### src/hdl/gsd_pkg.sv
// ----------------------------------------------------------------------------
// gsd_pkg
// Shared constants, types and helper functions of the gear slot detector.
// ----------------------------------------------------------------------------
package gsd_pkg;

  localparam int SLOTS      = 16;
  localparam int BUTTONS    = 32;
  localparam int SLOT_W     = $clog2(SLOTS);
  localparam int COUNT_W    = $clog2(SLOTS + 1);
  localparam int POS_W      = 16;
  localparam int SIZE_W     = 12;
  localparam int GEAR_W     = 4;
  localparam int IDX_W      = 4;
  localparam int BTN_W      = 5;
  localparam int ACT_W      = 5;
  localparam int CNT_REG_W  = 5;
  localparam int CFG_IDX_W  = 3;
  localparam int CFG_DATA_W = 12;
  localparam int SQ_W       = 2 * POS_W;
  localparam int SCORE_W    = SQ_W + 1;

  localparam logic [GEAR_W-1:0] GEAR_REVERSE  = 4'd8;
  localparam logic [GEAR_W-1:0] GEAR_SEQ_DOWN = 4'd10;

  typedef enum logic [CFG_IDX_W-1:0] {
    CFG_ENABLE = 3'd0,
    CFG_FLIP_X = 3'd1,
    CFG_FLIP_Y = 3'd2,
    CFG_HYST   = 3'd3,
    CFG_COUNT  = 3'd4
  } cfg_idx_e;

  typedef enum logic [3:0] {
    ST_IDLE,
    ST_ACT_RD,
    ST_ACT_CHK,
    ST_SCAN_RD,
    ST_SCAN_CHK,
    ST_SQ_X,
    ST_SQ_Y,
    ST_SQ_CMP,
    ST_SCAN_END,
    ST_DONE
  } state_e;

  typedef struct packed {
    logic signed [POS_W-1:0] cen_y;
    logic signed [POS_W-1:0] cen_x;
    logic [SIZE_W-1:0]       half_h;
    logic [SIZE_W-1:0]       half_w;
    logic [GEAR_W-1:0]       gear;
  } slot_t;

  typedef struct packed {
    logic en;
    logic sel_y;
  } sq_ctrl_t;

  function automatic logic signed [POS_W-1:0] neg_sat(input logic signed [POS_W-1:0] v);
    logic signed [POS_W-1:0] r;
    if (v == {1'b1, {(POS_W-1){1'b0}}}) begin
      r = {1'b0, {(POS_W-1){1'b1}}};
    end else begin
      r = -v;
    end
    return r;
  endfunction

  function automatic logic [POS_W-1:0] abs_diff(input logic signed [POS_W-1:0] a,
                                                input logic signed [POS_W-1:0] b);
    logic signed [POS_W:0] d;
    logic signed [POS_W:0] m;
    d = {a[POS_W-1], a} - {b[POS_W-1], b};
    m = d[POS_W] ? -d : d;
    return m[POS_W-1:0];
  endfunction

  function automatic logic real_gear(input logic [GEAR_W-1:0] g);
    return g <= GEAR_REVERSE;
  endfunction

  function automatic logic press_gear(input logic [GEAR_W-1:0] g);
    return (g <= GEAR_SEQ_DOWN) && (int'(g) < BUTTONS);
  endfunction

endpackage

### src/hdl/gsd_req_if.sv
// ----------------------------------------------------------------------------
// gsd_req_if
// Request channel: position samples and slot table loads.
// ----------------------------------------------------------------------------
interface gsd_req_if;
  logic                               valid;
  logic                               ready;
  logic                               req_type;
  logic                               pos_valid;
  logic signed [gsd_pkg::POS_W-1:0]   x_pos;
  logic signed [gsd_pkg::POS_W-1:0]   y_pos;
  logic [gsd_pkg::IDX_W-1:0]          slot_index;
  logic signed [gsd_pkg::POS_W-1:0]   slot_center_x;
  logic signed [gsd_pkg::POS_W-1:0]   slot_center_y;
  logic [gsd_pkg::SIZE_W-1:0]         slot_half_width;
  logic [gsd_pkg::SIZE_W-1:0]         slot_half_height;
  logic [gsd_pkg::GEAR_W-1:0]         slot_gear;

  modport source (
    output valid, req_type, pos_valid, x_pos, y_pos, slot_index, slot_center_x,
           slot_center_y, slot_half_width, slot_half_height, slot_gear,
    input  ready
  );

  modport sink (
    input  valid, req_type, pos_valid, x_pos, y_pos, slot_index, slot_center_x,
           slot_center_y, slot_half_width, slot_half_height, slot_gear,
    output ready
  );
endinterface

### src/hdl/gsd_rsp_if.sv
// ----------------------------------------------------------------------------
// gsd_rsp_if
// Response channel: button press and active slot of one sample.
// ----------------------------------------------------------------------------
interface gsd_rsp_if;
  logic                             valid;
  logic                             ready;
  logic                             press_valid;
  logic [gsd_pkg::BTN_W-1:0]        btn_code;
  logic signed [gsd_pkg::ACT_W-1:0] active_slot;

  modport source (
    output valid, press_valid, btn_code, active_slot,
    input  ready
  );

  modport sink (
    input  valid, press_valid, btn_code, active_slot,
    output ready
  );
endinterface

### src/hdl/gsd_slot_mem.sv
// ----------------------------------------------------------------------------
// gsd_slot_mem
// Slot table memory with one write port and one registered read port.
// ----------------------------------------------------------------------------
module gsd_slot_mem (
  input  logic                       clk_i,
  input  logic                       we_i,
  input  logic [gsd_pkg::SLOT_W-1:0] waddr_i,
  input  gsd_pkg::slot_t             wdata_i,
  input  logic [gsd_pkg::SLOT_W-1:0] raddr_i,
  output gsd_pkg::slot_t             rdata_o
);
  import gsd_pkg::*;

  slot_t mem_q [SLOTS];
  slot_t rdata_q;

  always_ff @(posedge clk_i) begin
    if (we_i) begin
      mem_q[waddr_i] <= wdata_i;
    end
  end

  always_ff @(posedge clk_i) begin
    rdata_q <= mem_q[raddr_i];
  end

  assign rdata_o = rdata_q;
endmodule

### src/hdl/gsd_sq_unit.sv
// ----------------------------------------------------------------------------
// gsd_sq_unit
// Shared registered squarer for the x and y distances of one slot.
// ----------------------------------------------------------------------------
module gsd_sq_unit (
  input  logic                      clk_i,
  input  gsd_pkg::sq_ctrl_t         ctrl_i,
  input  logic [gsd_pkg::POS_W-1:0] dx_i,
  input  logic [gsd_pkg::POS_W-1:0] dy_i,
  output logic [gsd_pkg::SQ_W-1:0]  sq_o
);
  import gsd_pkg::*;

  logic [POS_W-1:0] op;
  logic [SQ_W-1:0]  sq_q;

  assign op = ctrl_i.sel_y ? dy_i : dx_i;

  always_ff @(posedge clk_i) begin
    if (ctrl_i.en) begin
      sq_q <= SQ_W'(op) * SQ_W'(op);
    end
  end

  assign sq_o = sq_q;
endmodule

### src/hdl/gear_slot_detector_core.sv
// ----------------------------------------------------------------------------
// gear_slot_detector_core: lever shifter gear slot classifier, top level.
// A load request gives no response; one request at a time.
// A sample responds directly when off, after a recheck of the active slot when it holds,
// else after a scan of the slots in use: table read, shared squarer.
// rst_ni (asynchronous, active low) clears configuration, active slot and handshakes.
// ----------------------------------------------------------------------------
module gear_slot_detector_core (
  input  logic                           clk_i,
  input  logic                           rst_ni,
  input  logic                           cfg_we_i,
  input  logic [gsd_pkg::CFG_IDX_W-1:0]  cfg_idx_i,
  input  logic [gsd_pkg::CFG_DATA_W-1:0] cfg_data_i,
  gsd_req_if.sink                        req,
  gsd_rsp_if.source                      rsp
);
  import gsd_pkg::*;

  state_e state_q, state_d;

  logic                 en_q, inv_x_q, inv_y_q;
  logic [SIZE_W-1:0]    hyst_q;
  logic [CNT_REG_W-1:0] slot_count_q;

  logic                 act_valid_q;
  logic [SLOT_W-1:0]    act_idx_q;
  logic [COUNT_W-1:0]   idx_q;
  logic                 best_valid_q, has_gear_q, out_valid_q;
  logic [SCORE_W-1:0]   best_score_q;
  logic [SLOT_W-1:0]    best_idx_q;
  logic [GEAR_W-1:0]    best_gear_q, gear_q;
  logic signed [POS_W-1:0] x_q, y_q;
  logic [POS_W-1:0]     dx_q, dy_q;
  logic [SQ_W-1:0]      sqx_q;
  logic                 res_press_q, out_press_q;
  logic [BTN_W-1:0]     res_btn_q, out_btn_q;
  logic [ACT_W-1:0]     out_act_q;

  logic [COUNT_W-1:0]   count_c, idx_nxt;
  logic                 req_fire, is_load, trivial, act_ok, last_c, out_free;
  logic                 inside_c, better_c, start_scan, mem_we;
  logic [SIZE_W-1:0]    extra_c;
  logic [POS_W:0]       lim_x, lim_y;
  logic [POS_W-1:0]     dx_c, dy_c;
  logic [SCORE_W-1:0]   score_c;
  logic [SLOT_W-1:0]    raddr;
  slot_t                wdata, rd;
  sq_ctrl_t             sq_ctrl;
  logic [SQ_W-1:0]      sq;

  always_ff @(posedge clk_i or negedge rst_ni) begin
    if (!rst_ni) begin
      en_q         <= 1'b0;
      inv_x_q      <= 1'b0;
      inv_y_q      <= 1'b0;
      hyst_q       <= '0;
      slot_count_q <= '0;
    end else if (cfg_we_i) begin
      unique case (cfg_idx_e'(cfg_idx_i))
        CFG_ENABLE: en_q         <= cfg_data_i[0];
        CFG_FLIP_X: inv_x_q      <= cfg_data_i[0];
        CFG_FLIP_Y: inv_y_q      <= cfg_data_i[0];
        CFG_HYST:   hyst_q       <= cfg_data_i[SIZE_W-1:0];
        CFG_COUNT:  slot_count_q <= cfg_data_i[CNT_REG_W-1:0];
        default: ;
      endcase
    end
  end

  assign count_c  = (int'(slot_count_q) > SLOTS) ? COUNT_W'(SLOTS)
                                                 : COUNT_W'(slot_count_q);
  assign idx_nxt  = idx_q + COUNT_W'(1);
  assign last_c   = (idx_nxt == count_c);
  assign req_fire = req.valid && req.ready;
  assign is_load  = req.req_type;
  assign trivial  = !en_q || !req.pos_valid || (count_c == '0);
  assign act_ok   = act_valid_q && (COUNT_W'(act_idx_q) < count_c);
  assign out_free = !out_valid_q || rsp.ready;

  assign dx_c     = abs_diff(x_q, rd.cen_x);
  assign dy_c     = abs_diff(y_q, rd.cen_y);
  assign lim_x    = (POS_W+1)'(rd.half_w) + (POS_W+1)'(extra_c);
  assign lim_y    = (POS_W+1)'(rd.half_h) + (POS_W+1)'(extra_c);
  assign inside_c = ({1'b0, dx_c} <= lim_x) && ({1'b0, dy_c} <= lim_y);
  assign score_c  = {1'b0, sqx_q} + {1'b0, sq};
  assign better_c = !best_valid_q || (score_c < best_score_q);

  assign start_scan = ((state_q == ST_IDLE) && req_fire && !is_load && !trivial && !act_ok)
                   || ((state_q == ST_ACT_CHK) && !inside_c);

  always_comb begin
    state_d = state_q;
    unique case (state_q)
      ST_IDLE: begin
        if (req.valid) begin
          if (is_load) begin
            state_d = ST_IDLE;
          end else if (trivial) begin
            state_d = ST_DONE;
          end else if (act_ok) begin
            state_d = ST_ACT_RD;
          end else begin
            state_d = ST_SCAN_RD;
          end
        end
      end
      ST_ACT_RD:   state_d = ST_ACT_CHK;
      ST_ACT_CHK:  state_d = inside_c ? ST_DONE : ST_SCAN_RD;
      ST_SCAN_RD:  state_d = ST_SCAN_CHK;
      ST_SCAN_CHK: begin
        if (inside_c) begin
          state_d = ST_SQ_X;
        end else begin
          state_d = last_c ? ST_SCAN_END : ST_SCAN_RD;
        end
      end
      ST_SQ_X:     state_d = ST_SQ_Y;
      ST_SQ_Y:     state_d = ST_SQ_CMP;
      ST_SQ_CMP:   state_d = last_c ? ST_SCAN_END : ST_SCAN_RD;
      ST_SCAN_END: state_d = ST_DONE;
      ST_DONE:     state_d = out_free ? ST_IDLE : ST_DONE;
      default:     state_d = ST_IDLE;
    endcase
  end

  always_comb begin
    req.ready     = (state_q == ST_IDLE);
    extra_c       = (state_q == ST_ACT_CHK) ? hyst_q : '0;
    raddr         = (state_q == ST_ACT_RD) ? act_idx_q : idx_q[SLOT_W-1:0];
    sq_ctrl.en    = (state_q == ST_SQ_X) || (state_q == ST_SQ_Y);
    sq_ctrl.sel_y = (state_q == ST_SQ_Y);
    mem_we        = (state_q == ST_IDLE) && req.valid && is_load
                 && (int'(req.slot_index) < SLOTS);
  end

  always_ff @(posedge clk_i or negedge rst_ni) begin
    if (!rst_ni) begin
      state_q <= ST_IDLE;
    end else begin
      state_q <= state_d;
    end
  end

  always_ff @(posedge clk_i or negedge rst_ni) begin
    if (!rst_ni) begin
      act_valid_q  <= 1'b0;
      act_idx_q    <= '0;
      idx_q        <= '0;
      best_valid_q <= 1'b0;
      has_gear_q   <= 1'b0;
      out_valid_q  <= 1'b0;
    end else begin
      if ((state_q == ST_IDLE) && req_fire && !is_load && (trivial || !act_ok)) begin
        act_valid_q <= 1'b0;
      end
      if ((state_q == ST_ACT_CHK) && !inside_c) begin
        act_valid_q <= 1'b0;
      end
      if (start_scan) begin
        idx_q        <= '0;
        best_valid_q <= 1'b0;
        has_gear_q   <= 1'b0;
      end
      if (state_q == ST_SCAN_CHK) begin
        if (real_gear(rd.gear)) begin
          has_gear_q <= 1'b1;
        end
        if (!inside_c) begin
          idx_q <= idx_nxt;
        end
      end
      if (state_q == ST_SQ_CMP) begin
        idx_q <= idx_nxt;
        if (better_c) begin
          best_valid_q <= 1'b1;
        end
      end
      if (state_q == ST_SCAN_END) begin
        act_valid_q <= best_valid_q;
        act_idx_q   <= best_idx_q;
      end
      if ((state_q == ST_DONE) && out_free) begin
        out_valid_q <= 1'b1;
      end else if (rsp.ready) begin
        out_valid_q <= 1'b0;
      end
    end
  end

  always_ff @(posedge clk_i) begin
    if ((state_q == ST_IDLE) && req_fire) begin
      x_q <= inv_x_q ? neg_sat(req.x_pos) : req.x_pos;
      y_q <= inv_y_q ? neg_sat(req.y_pos) : req.y_pos;
      if (!is_load && trivial) begin
        res_press_q <= 1'b0;
        res_btn_q   <= '0;
      end
    end
    if ((state_q == ST_ACT_CHK) && inside_c) begin
      res_press_q <= press_gear(rd.gear);
      res_btn_q   <= press_gear(rd.gear) ? BTN_W'(rd.gear) : '0;
    end
    if ((state_q == ST_SCAN_CHK) && inside_c) begin
      dx_q   <= dx_c;
      dy_q   <= dy_c;
      gear_q <= rd.gear;
    end
    if (state_q == ST_SQ_Y) begin
      sqx_q <= sq;
    end
    if ((state_q == ST_SQ_CMP) && better_c) begin
      best_score_q <= score_c;
      best_idx_q   <= idx_q[SLOT_W-1:0];
      best_gear_q  <= gear_q;
    end
    if (state_q == ST_SCAN_END) begin
      if (best_valid_q) begin
        res_press_q <= press_gear(best_gear_q);
        res_btn_q   <= press_gear(best_gear_q) ? BTN_W'(best_gear_q) : '0;
      end else begin
        res_press_q <= has_gear_q && (BUTTONS > 0);
        res_btn_q   <= '0;
      end
    end
    if ((state_q == ST_DONE) && out_free) begin
      out_press_q <= res_press_q;
      out_btn_q   <= res_btn_q;
      out_act_q   <= act_valid_q ? ACT_W'(act_idx_q) : '1;
    end
  end

  assign wdata.cen_y  = req.slot_center_y;
  assign wdata.cen_x  = req.slot_center_x;
  assign wdata.half_h = req.slot_half_height;
  assign wdata.half_w = req.slot_half_width;
  assign wdata.gear   = req.slot_gear;

  gsd_slot_mem u_slot_mem (
    .clk_i   (clk_i),
    .we_i    (mem_we),
    .waddr_i (req.slot_index[SLOT_W-1:0]),
    .wdata_i (wdata),
    .raddr_i (raddr),
    .rdata_o (rd)
  );

  gsd_sq_unit u_sq_unit (
    .clk_i  (clk_i),
    .ctrl_i (sq_ctrl),
    .dx_i   (dx_q),
    .dy_i   (dy_q),
    .sq_o   (sq)
  );

  assign rsp.valid       = out_valid_q;
  assign rsp.press_valid = out_press_q;
  assign rsp.btn_code    = out_btn_q;
  assign rsp.active_slot = out_act_q;
endmodule

### src/flat_wrapper.sv
// flat-port wrapper written by rule: the top's interface ports become plain ports
module gear_slot_detector_core_flat import gsd_pkg::*;
  (clk_i, rst_ni, cfg_we_i, cfg_idx_i, cfg_data_i, req_valid, req_req_type, req_pos_valid, req_x_pos, req_y_pos, req_slot_index, req_slot_center_x, req_slot_center_y, req_slot_half_width, req_slot_half_height, req_slot_gear, req_ready, rsp_valid, rsp_press_valid, rsp_btn_code, rsp_active_slot, rsp_ready);
  gsd_req_if req_i ();
  gsd_rsp_if rsp_i ();
  input  logic clk_i;
  input  logic rst_ni;
  input  logic cfg_we_i;
  input  logic [gsd_pkg::CFG_IDX_W-1:0] cfg_idx_i;
  input  logic [gsd_pkg::CFG_DATA_W-1:0] cfg_data_i;
  input wire logic [$bits(req_i.valid)-1:0] req_valid;
  input wire logic [$bits(req_i.req_type)-1:0] req_req_type;
  input wire logic [$bits(req_i.pos_valid)-1:0] req_pos_valid;
  input wire logic [$bits(req_i.x_pos)-1:0] req_x_pos;
  input wire logic [$bits(req_i.y_pos)-1:0] req_y_pos;
  input wire logic [$bits(req_i.slot_index)-1:0] req_slot_index;
  input wire logic [$bits(req_i.slot_center_x)-1:0] req_slot_center_x;
  input wire logic [$bits(req_i.slot_center_y)-1:0] req_slot_center_y;
  input wire logic [$bits(req_i.slot_half_width)-1:0] req_slot_half_width;
  input wire logic [$bits(req_i.slot_half_height)-1:0] req_slot_half_height;
  input wire logic [$bits(req_i.slot_gear)-1:0] req_slot_gear;
  output wire logic [$bits(req_i.ready)-1:0] req_ready;
  output wire logic [$bits(rsp_i.valid)-1:0] rsp_valid;
  output wire logic [$bits(rsp_i.press_valid)-1:0] rsp_press_valid;
  output wire logic [$bits(rsp_i.btn_code)-1:0] rsp_btn_code;
  output wire logic [$bits(rsp_i.active_slot)-1:0] rsp_active_slot;
  input wire logic [$bits(rsp_i.ready)-1:0] rsp_ready;
  assign req_i.valid = req_valid;
  assign req_i.req_type = req_req_type;
  assign req_i.pos_valid = req_pos_valid;
  assign req_i.x_pos = req_x_pos;
  assign req_i.y_pos = req_y_pos;
  assign req_i.slot_index = req_slot_index;
  assign req_i.slot_center_x = req_slot_center_x;
  assign req_i.slot_center_y = req_slot_center_y;
  assign req_i.slot_half_width = req_slot_half_width;
  assign req_i.slot_half_height = req_slot_half_height;
  assign req_i.slot_gear = req_slot_gear;
  assign req_ready = req_i.ready;
  assign rsp_valid = rsp_i.valid;
  assign rsp_press_valid = rsp_i.press_valid;
  assign rsp_btn_code = rsp_i.btn_code;
  assign rsp_active_slot = rsp_i.active_slot;
  assign rsp_i.ready = rsp_ready;
  gear_slot_detector_core u_core (.clk_i(clk_i), .rst_ni(rst_ni), .cfg_we_i(cfg_we_i), .cfg_idx_i(cfg_idx_i), .cfg_data_i(cfg_data_i), .req(req_i), .rsp(rsp_i));
endmodule
### config.mk
export PLATFORM = sky130hd
export DESIGN_NAME = gear_slot_detector_core_flat
export DESIGN_NICKNAME = d
export VERILOG_FILES = /design/src/hdl/gsd_pkg.sv /design/src/hdl/gsd_req_if.sv /design/src/hdl/gsd_rsp_if.sv /design/src/hdl/gsd_slot_mem.sv /design/src/hdl/gsd_sq_unit.sv /design/src/hdl/gear_slot_detector_core.sv /design/src/flat_wrapper.sv
export SDC_FILE = /design/constraint.sdc
export NUM_CORES = 2
export LEC_CHECK = 0
export BUFFER_PORTS_ARGS = -buffer_cell sky130_fd_sc_hd__buf_2
export CAP_MARGIN = 25
export CORE_ASPECT_RATIO = 1.2
export CORE_MARGIN = 4
export CORE_UTILIZATION = 40
export CTS_BUF_LIST = sky130_fd_sc_hd__clkbuf_4
export DETAILED_ROUTE_END_ITERATION = 10
export PLACE_DENSITY = 0.55
export SETUP_SLACK_MARGIN = 0.3
export SLEW_MARGIN = 25
export SYNTH_ARGS = -nofsm -noshare
export SYNTH_HDL_FRONTEND = slang
export SYNTH_HIERARCHICAL = 1
export SYNTH_SLANG_ARGS = --single-unit
### constraint.sdc
create_clock -name clk_i -period 23.3 [get_ports clk_i]
set_input_delay 0 -clock clk_i [delete_from_list [all_inputs] [get_ports clk_i]]
set_output_delay 0 -clock clk_i [all_outputs]
set_load 0.05 [all_outputs]
==> qor.csv <==
metric,value,unit
WL final,152000,um
crit start category,flip-flop,
sequential share of the synthesized area,0.613,
clk sinks,1244,
PwrDens,153,nW/um2
Worst-path clk slew,70,ps
clock power share,0.176,
final hold vios,0,
RSZ-0062 raised after global routing,false,
layout cell share with drive strength beyond 1,0.216,
Post-synth top flop,edfxtp_1,
net switching power figure,4.44,mW
fmax,123,MHz
Logic pwr share,0.553,
met2 GRT Util,0.342,
Final ANT Viol Nets,0,
CTS tree,done,
worst hold path type,in -> reg,
final setup fails,0,
CP Data Arrival Time,9110,ps
Fin Setup TNS,0,ps
# H-tree levels,5,
Inserted Clock Buffers,330,
Root Buffer,clkbuf_4,
clock buffer depth,4,
FP Rows,154,
largest net degree at the start of global routing,93,
drt via density,5.24,
Vias,35500,
gr ovfl total,0,
"flops & latches, synth",1244,
clock latency on the worst-skew pair,1280,ps
Least-Margin Pin Slew,1020,ps
"IR drop worst, VDD",0.259,mV
synth unique cells,105,
dominant cell type by area after synthesis,edfxtp_1,
FF-to-FF path depth,24,
Synth top area share,0.577,
"FFs w/ async S/R, synth",0.0297,
Ports,131,
number of global-route vias before repair,37400,
dpl hpwl,93700,um
status,finished clean,
# placed instances,5868,
Mapped Area,59600,um2
crit path capture type,flip-flop,
M3 GR Usage,0.0429,
Initial Util,0.404,
Final #Nets,5108,
Crit path required time,24260,ps
"Worst Path Class, Setup",reg -> reg,
first-pass GRT wire length,229000,um
routability congestion estimate from global placement,0.829,
largest cells by area after synthesis,"edfxtp_1, mux4_2, fa_1, ha_1, inv_1",
Synth Warn #,6,
Residual DRC,0,
net count after synthesis,4410,
initial antenna violation count,24,
leakage power,26.2,nW
post-CTS setup buffer count,0,
internal power,6.26,mW
core footprint,148000,um2
Rel. slew slack,0.322,
Layout area overhead,17.5,%
Final Skew,112,ps
hold path depth,5,
crit-path max FO,51,
die height,431,um
# port buffers,129,
first drt pass iteration count,7,
die area,155000,um2
met1 usage,0.239,
syn avg cell area,15.4,um2
First DRT Iteration DRCs,2591,
overall routing resource usage,0.196,
Max Slew Vio Count,0,
post-synthesis cell count,3872,
min Tclk post-route,8150,ps
global route hottest layer,met2,
die width,361,um
switching share of total power,0.415,
MaxCap Viol Count,0,
WL per Instance,22.5,um
"EDFF count, synth",1147,
fin crit share,0.350,
Post-Layout Cell Count,6762,
Seq pwr share,0.271,
==> sequential cells by signal, indices dropped and copies added (netlist names), 12 cells and up <==
register                   cells
u_core/dx_q                   16
u_core/u_slot_mem/rdata_o     60
u_core/y_q                    16
u_core/best_score_q           33
u_core/dy_q                   16
u_core/u_sq_unit/sq_o         31
u_core/sqx_q                  32
u_core/x_q                    16
u_core/u_slot_mem/mem_q      960
u_core/hyst_q                 12
==> worst max-delay path: stages, from the launching register on <==
cell and delay [ps]:
dfrtp_1 490, nand2b_1 340, nor2_4 150, buf_4 550
mux2i_1 710, inv_1 490, nand2_1 230, inv_1 70
fa_1 490, inv_1 60, fa_1 520, inv_1 50
fa_1 470, fa_1 470, fa_1 510, inv_1 50
fa_1 470, inv_1 40, ha_1 420, nand4_1 160
a211oi_1 200, o21ai_1 180, o211ai_1 370, a21boi_0 180
xnor2_1 150
==> what timing repair did <==
action                                 4_1_cts  5_1_grt
resized for setup                            0        0
endpoints found under the hold margin     1738        5
hold buffers                               316        2
setup endpoints to repair                    0        0
==> cell usage after synthesis (23+ instances only) <==
master and n:
dfrtp_1 37, o21ai_0 72, mux4_2 240, nand2_1 267, xnor2_1 86, nor3_1 32, fa_1 167, a21o_1 73
mux2_2 37, nand2b_1 29, a21oi_1 120, nor2b_1 26, and2_1 23, nor2_1 172, nand3_1 37, edfxtp_1 1147
dfxtp_1 60, xor2_1 64, ha_1 253, buf_2 27, inv_1 369, a22oi_1 121, clkbuf_1 62
==> worst paths after layout <==
kind	startpoint	slack, ps	endpoint
worst max-delay path	u_core/state_q[3]	15150	u_core/u_sq_unit/sq_o[26]
worst min-delay path	req_slot_index[3]	220	u_core/u_slot_mem/mem_q[14][13]
worst max register to register	u_core/state_q[3]	15150	u_core/u_sq_unit/sq_o[26]
worst min register to register	u_core/gear_q[3]	400	u_core/best_gear_q[3]
max in group asynchronous	rst_ni	22560	u_core/idx_q[0]
min in group asynchronous	rst_ni	450	u_core/hyst_q[6]
==> kinds of logic (layout without fill, tap and decap cells) <==
family                   Yosys count  in the layout  synth area share
other                              2             20          0.000126
adder cells (fa/ha/maj)          421            421             0.109
buffers and inverters            508           1430            0.0349
AO/OA/AOI/OAI                    571            571            0.0665
flip-flops                      1244           1244             0.613
AND/OR/NAND/NOR                  685            685            0.0540
XOR/XNOR                         150            150            0.0220
multiplexers                     291            291             0.100
==> power by group through the flow <==
stage,logic (mW),clock network (mW),registers [mW]
5_1_grt,6.64,2.09,2.91
2_1_floorplan,4.41,0,2.90
4_1_cts,5.97,1.96,2.90
6_report,5.92,1.88,2.90
3_5_place_dp,5.86,0,2.95
3_3_place_gp,5.83,0,2.95
==> final cells by class <==
class | instances | area (um2)
Multi-Input combinational cell | 2120 | 21200
Antenna cell | 18 | 45.0
Clock buffer | 483 | 3630
Clock inverter | 73 | 480
Inverter | 374 | 1400
Fill cell | 13100 | 77500
Sequential cell | 1244 | 36600
Timing Repair Buffer | 500 | 4320
Tap cell | 1950 | 2440
==> routing by layer <==
layer  vias to the layer above  share of wire
met1                     17900           0.40
li1                      16200              -
met3                       279          0.054
met4                         6          0.035
met5                         -        0.00030
met2                      1059           0.51
==> through the flow <==
stage / worst slack, ps / utilization / power, mW / cell area [um2] / hold WS [ps]
after detailed placement: 15110 / 0.425 / 8.81 / 62700 / 208
after global placement: 15200 / 0.425 / 8.78 / 62700 / 192
after global routing: 14610 / 0.475 / 11.6 / 70100 / 94.3
final: 15150 / 0.475 / 10.7 / 70100 / 223
after floorplan: 14940 / - / 7.31 / 59600 / -296
after CTS: 15100 / 0.474 / 10.8 / 70000 / 13.7
==> layout by cell type, fill, tap and decap left out, types with 22 or more instances in the layout <==
cell,instances
mux2_2,35
buf_2,129
dfxtp_1,60
clkbuf_4,483
nand2b_1,29
a22oi_1,121
nor3_1,28
inv_1,369
clkinv_1,54
xnor2_1,86
dfrtp_1,37
o21ai_0,72
a21oi_1,119
mux4_2,240
o211ai_1,22
buf_4,48
edfxtp_1,1147
nand3_1,37
nor2b_1,24
nand2_1,267
xor2_1,64
ha_1,253
a21o_1,73
fa_1,167
nor2_1,157
dlygate4sd3_1,317
Note: power is estimated with default switching activity, not from simulation.
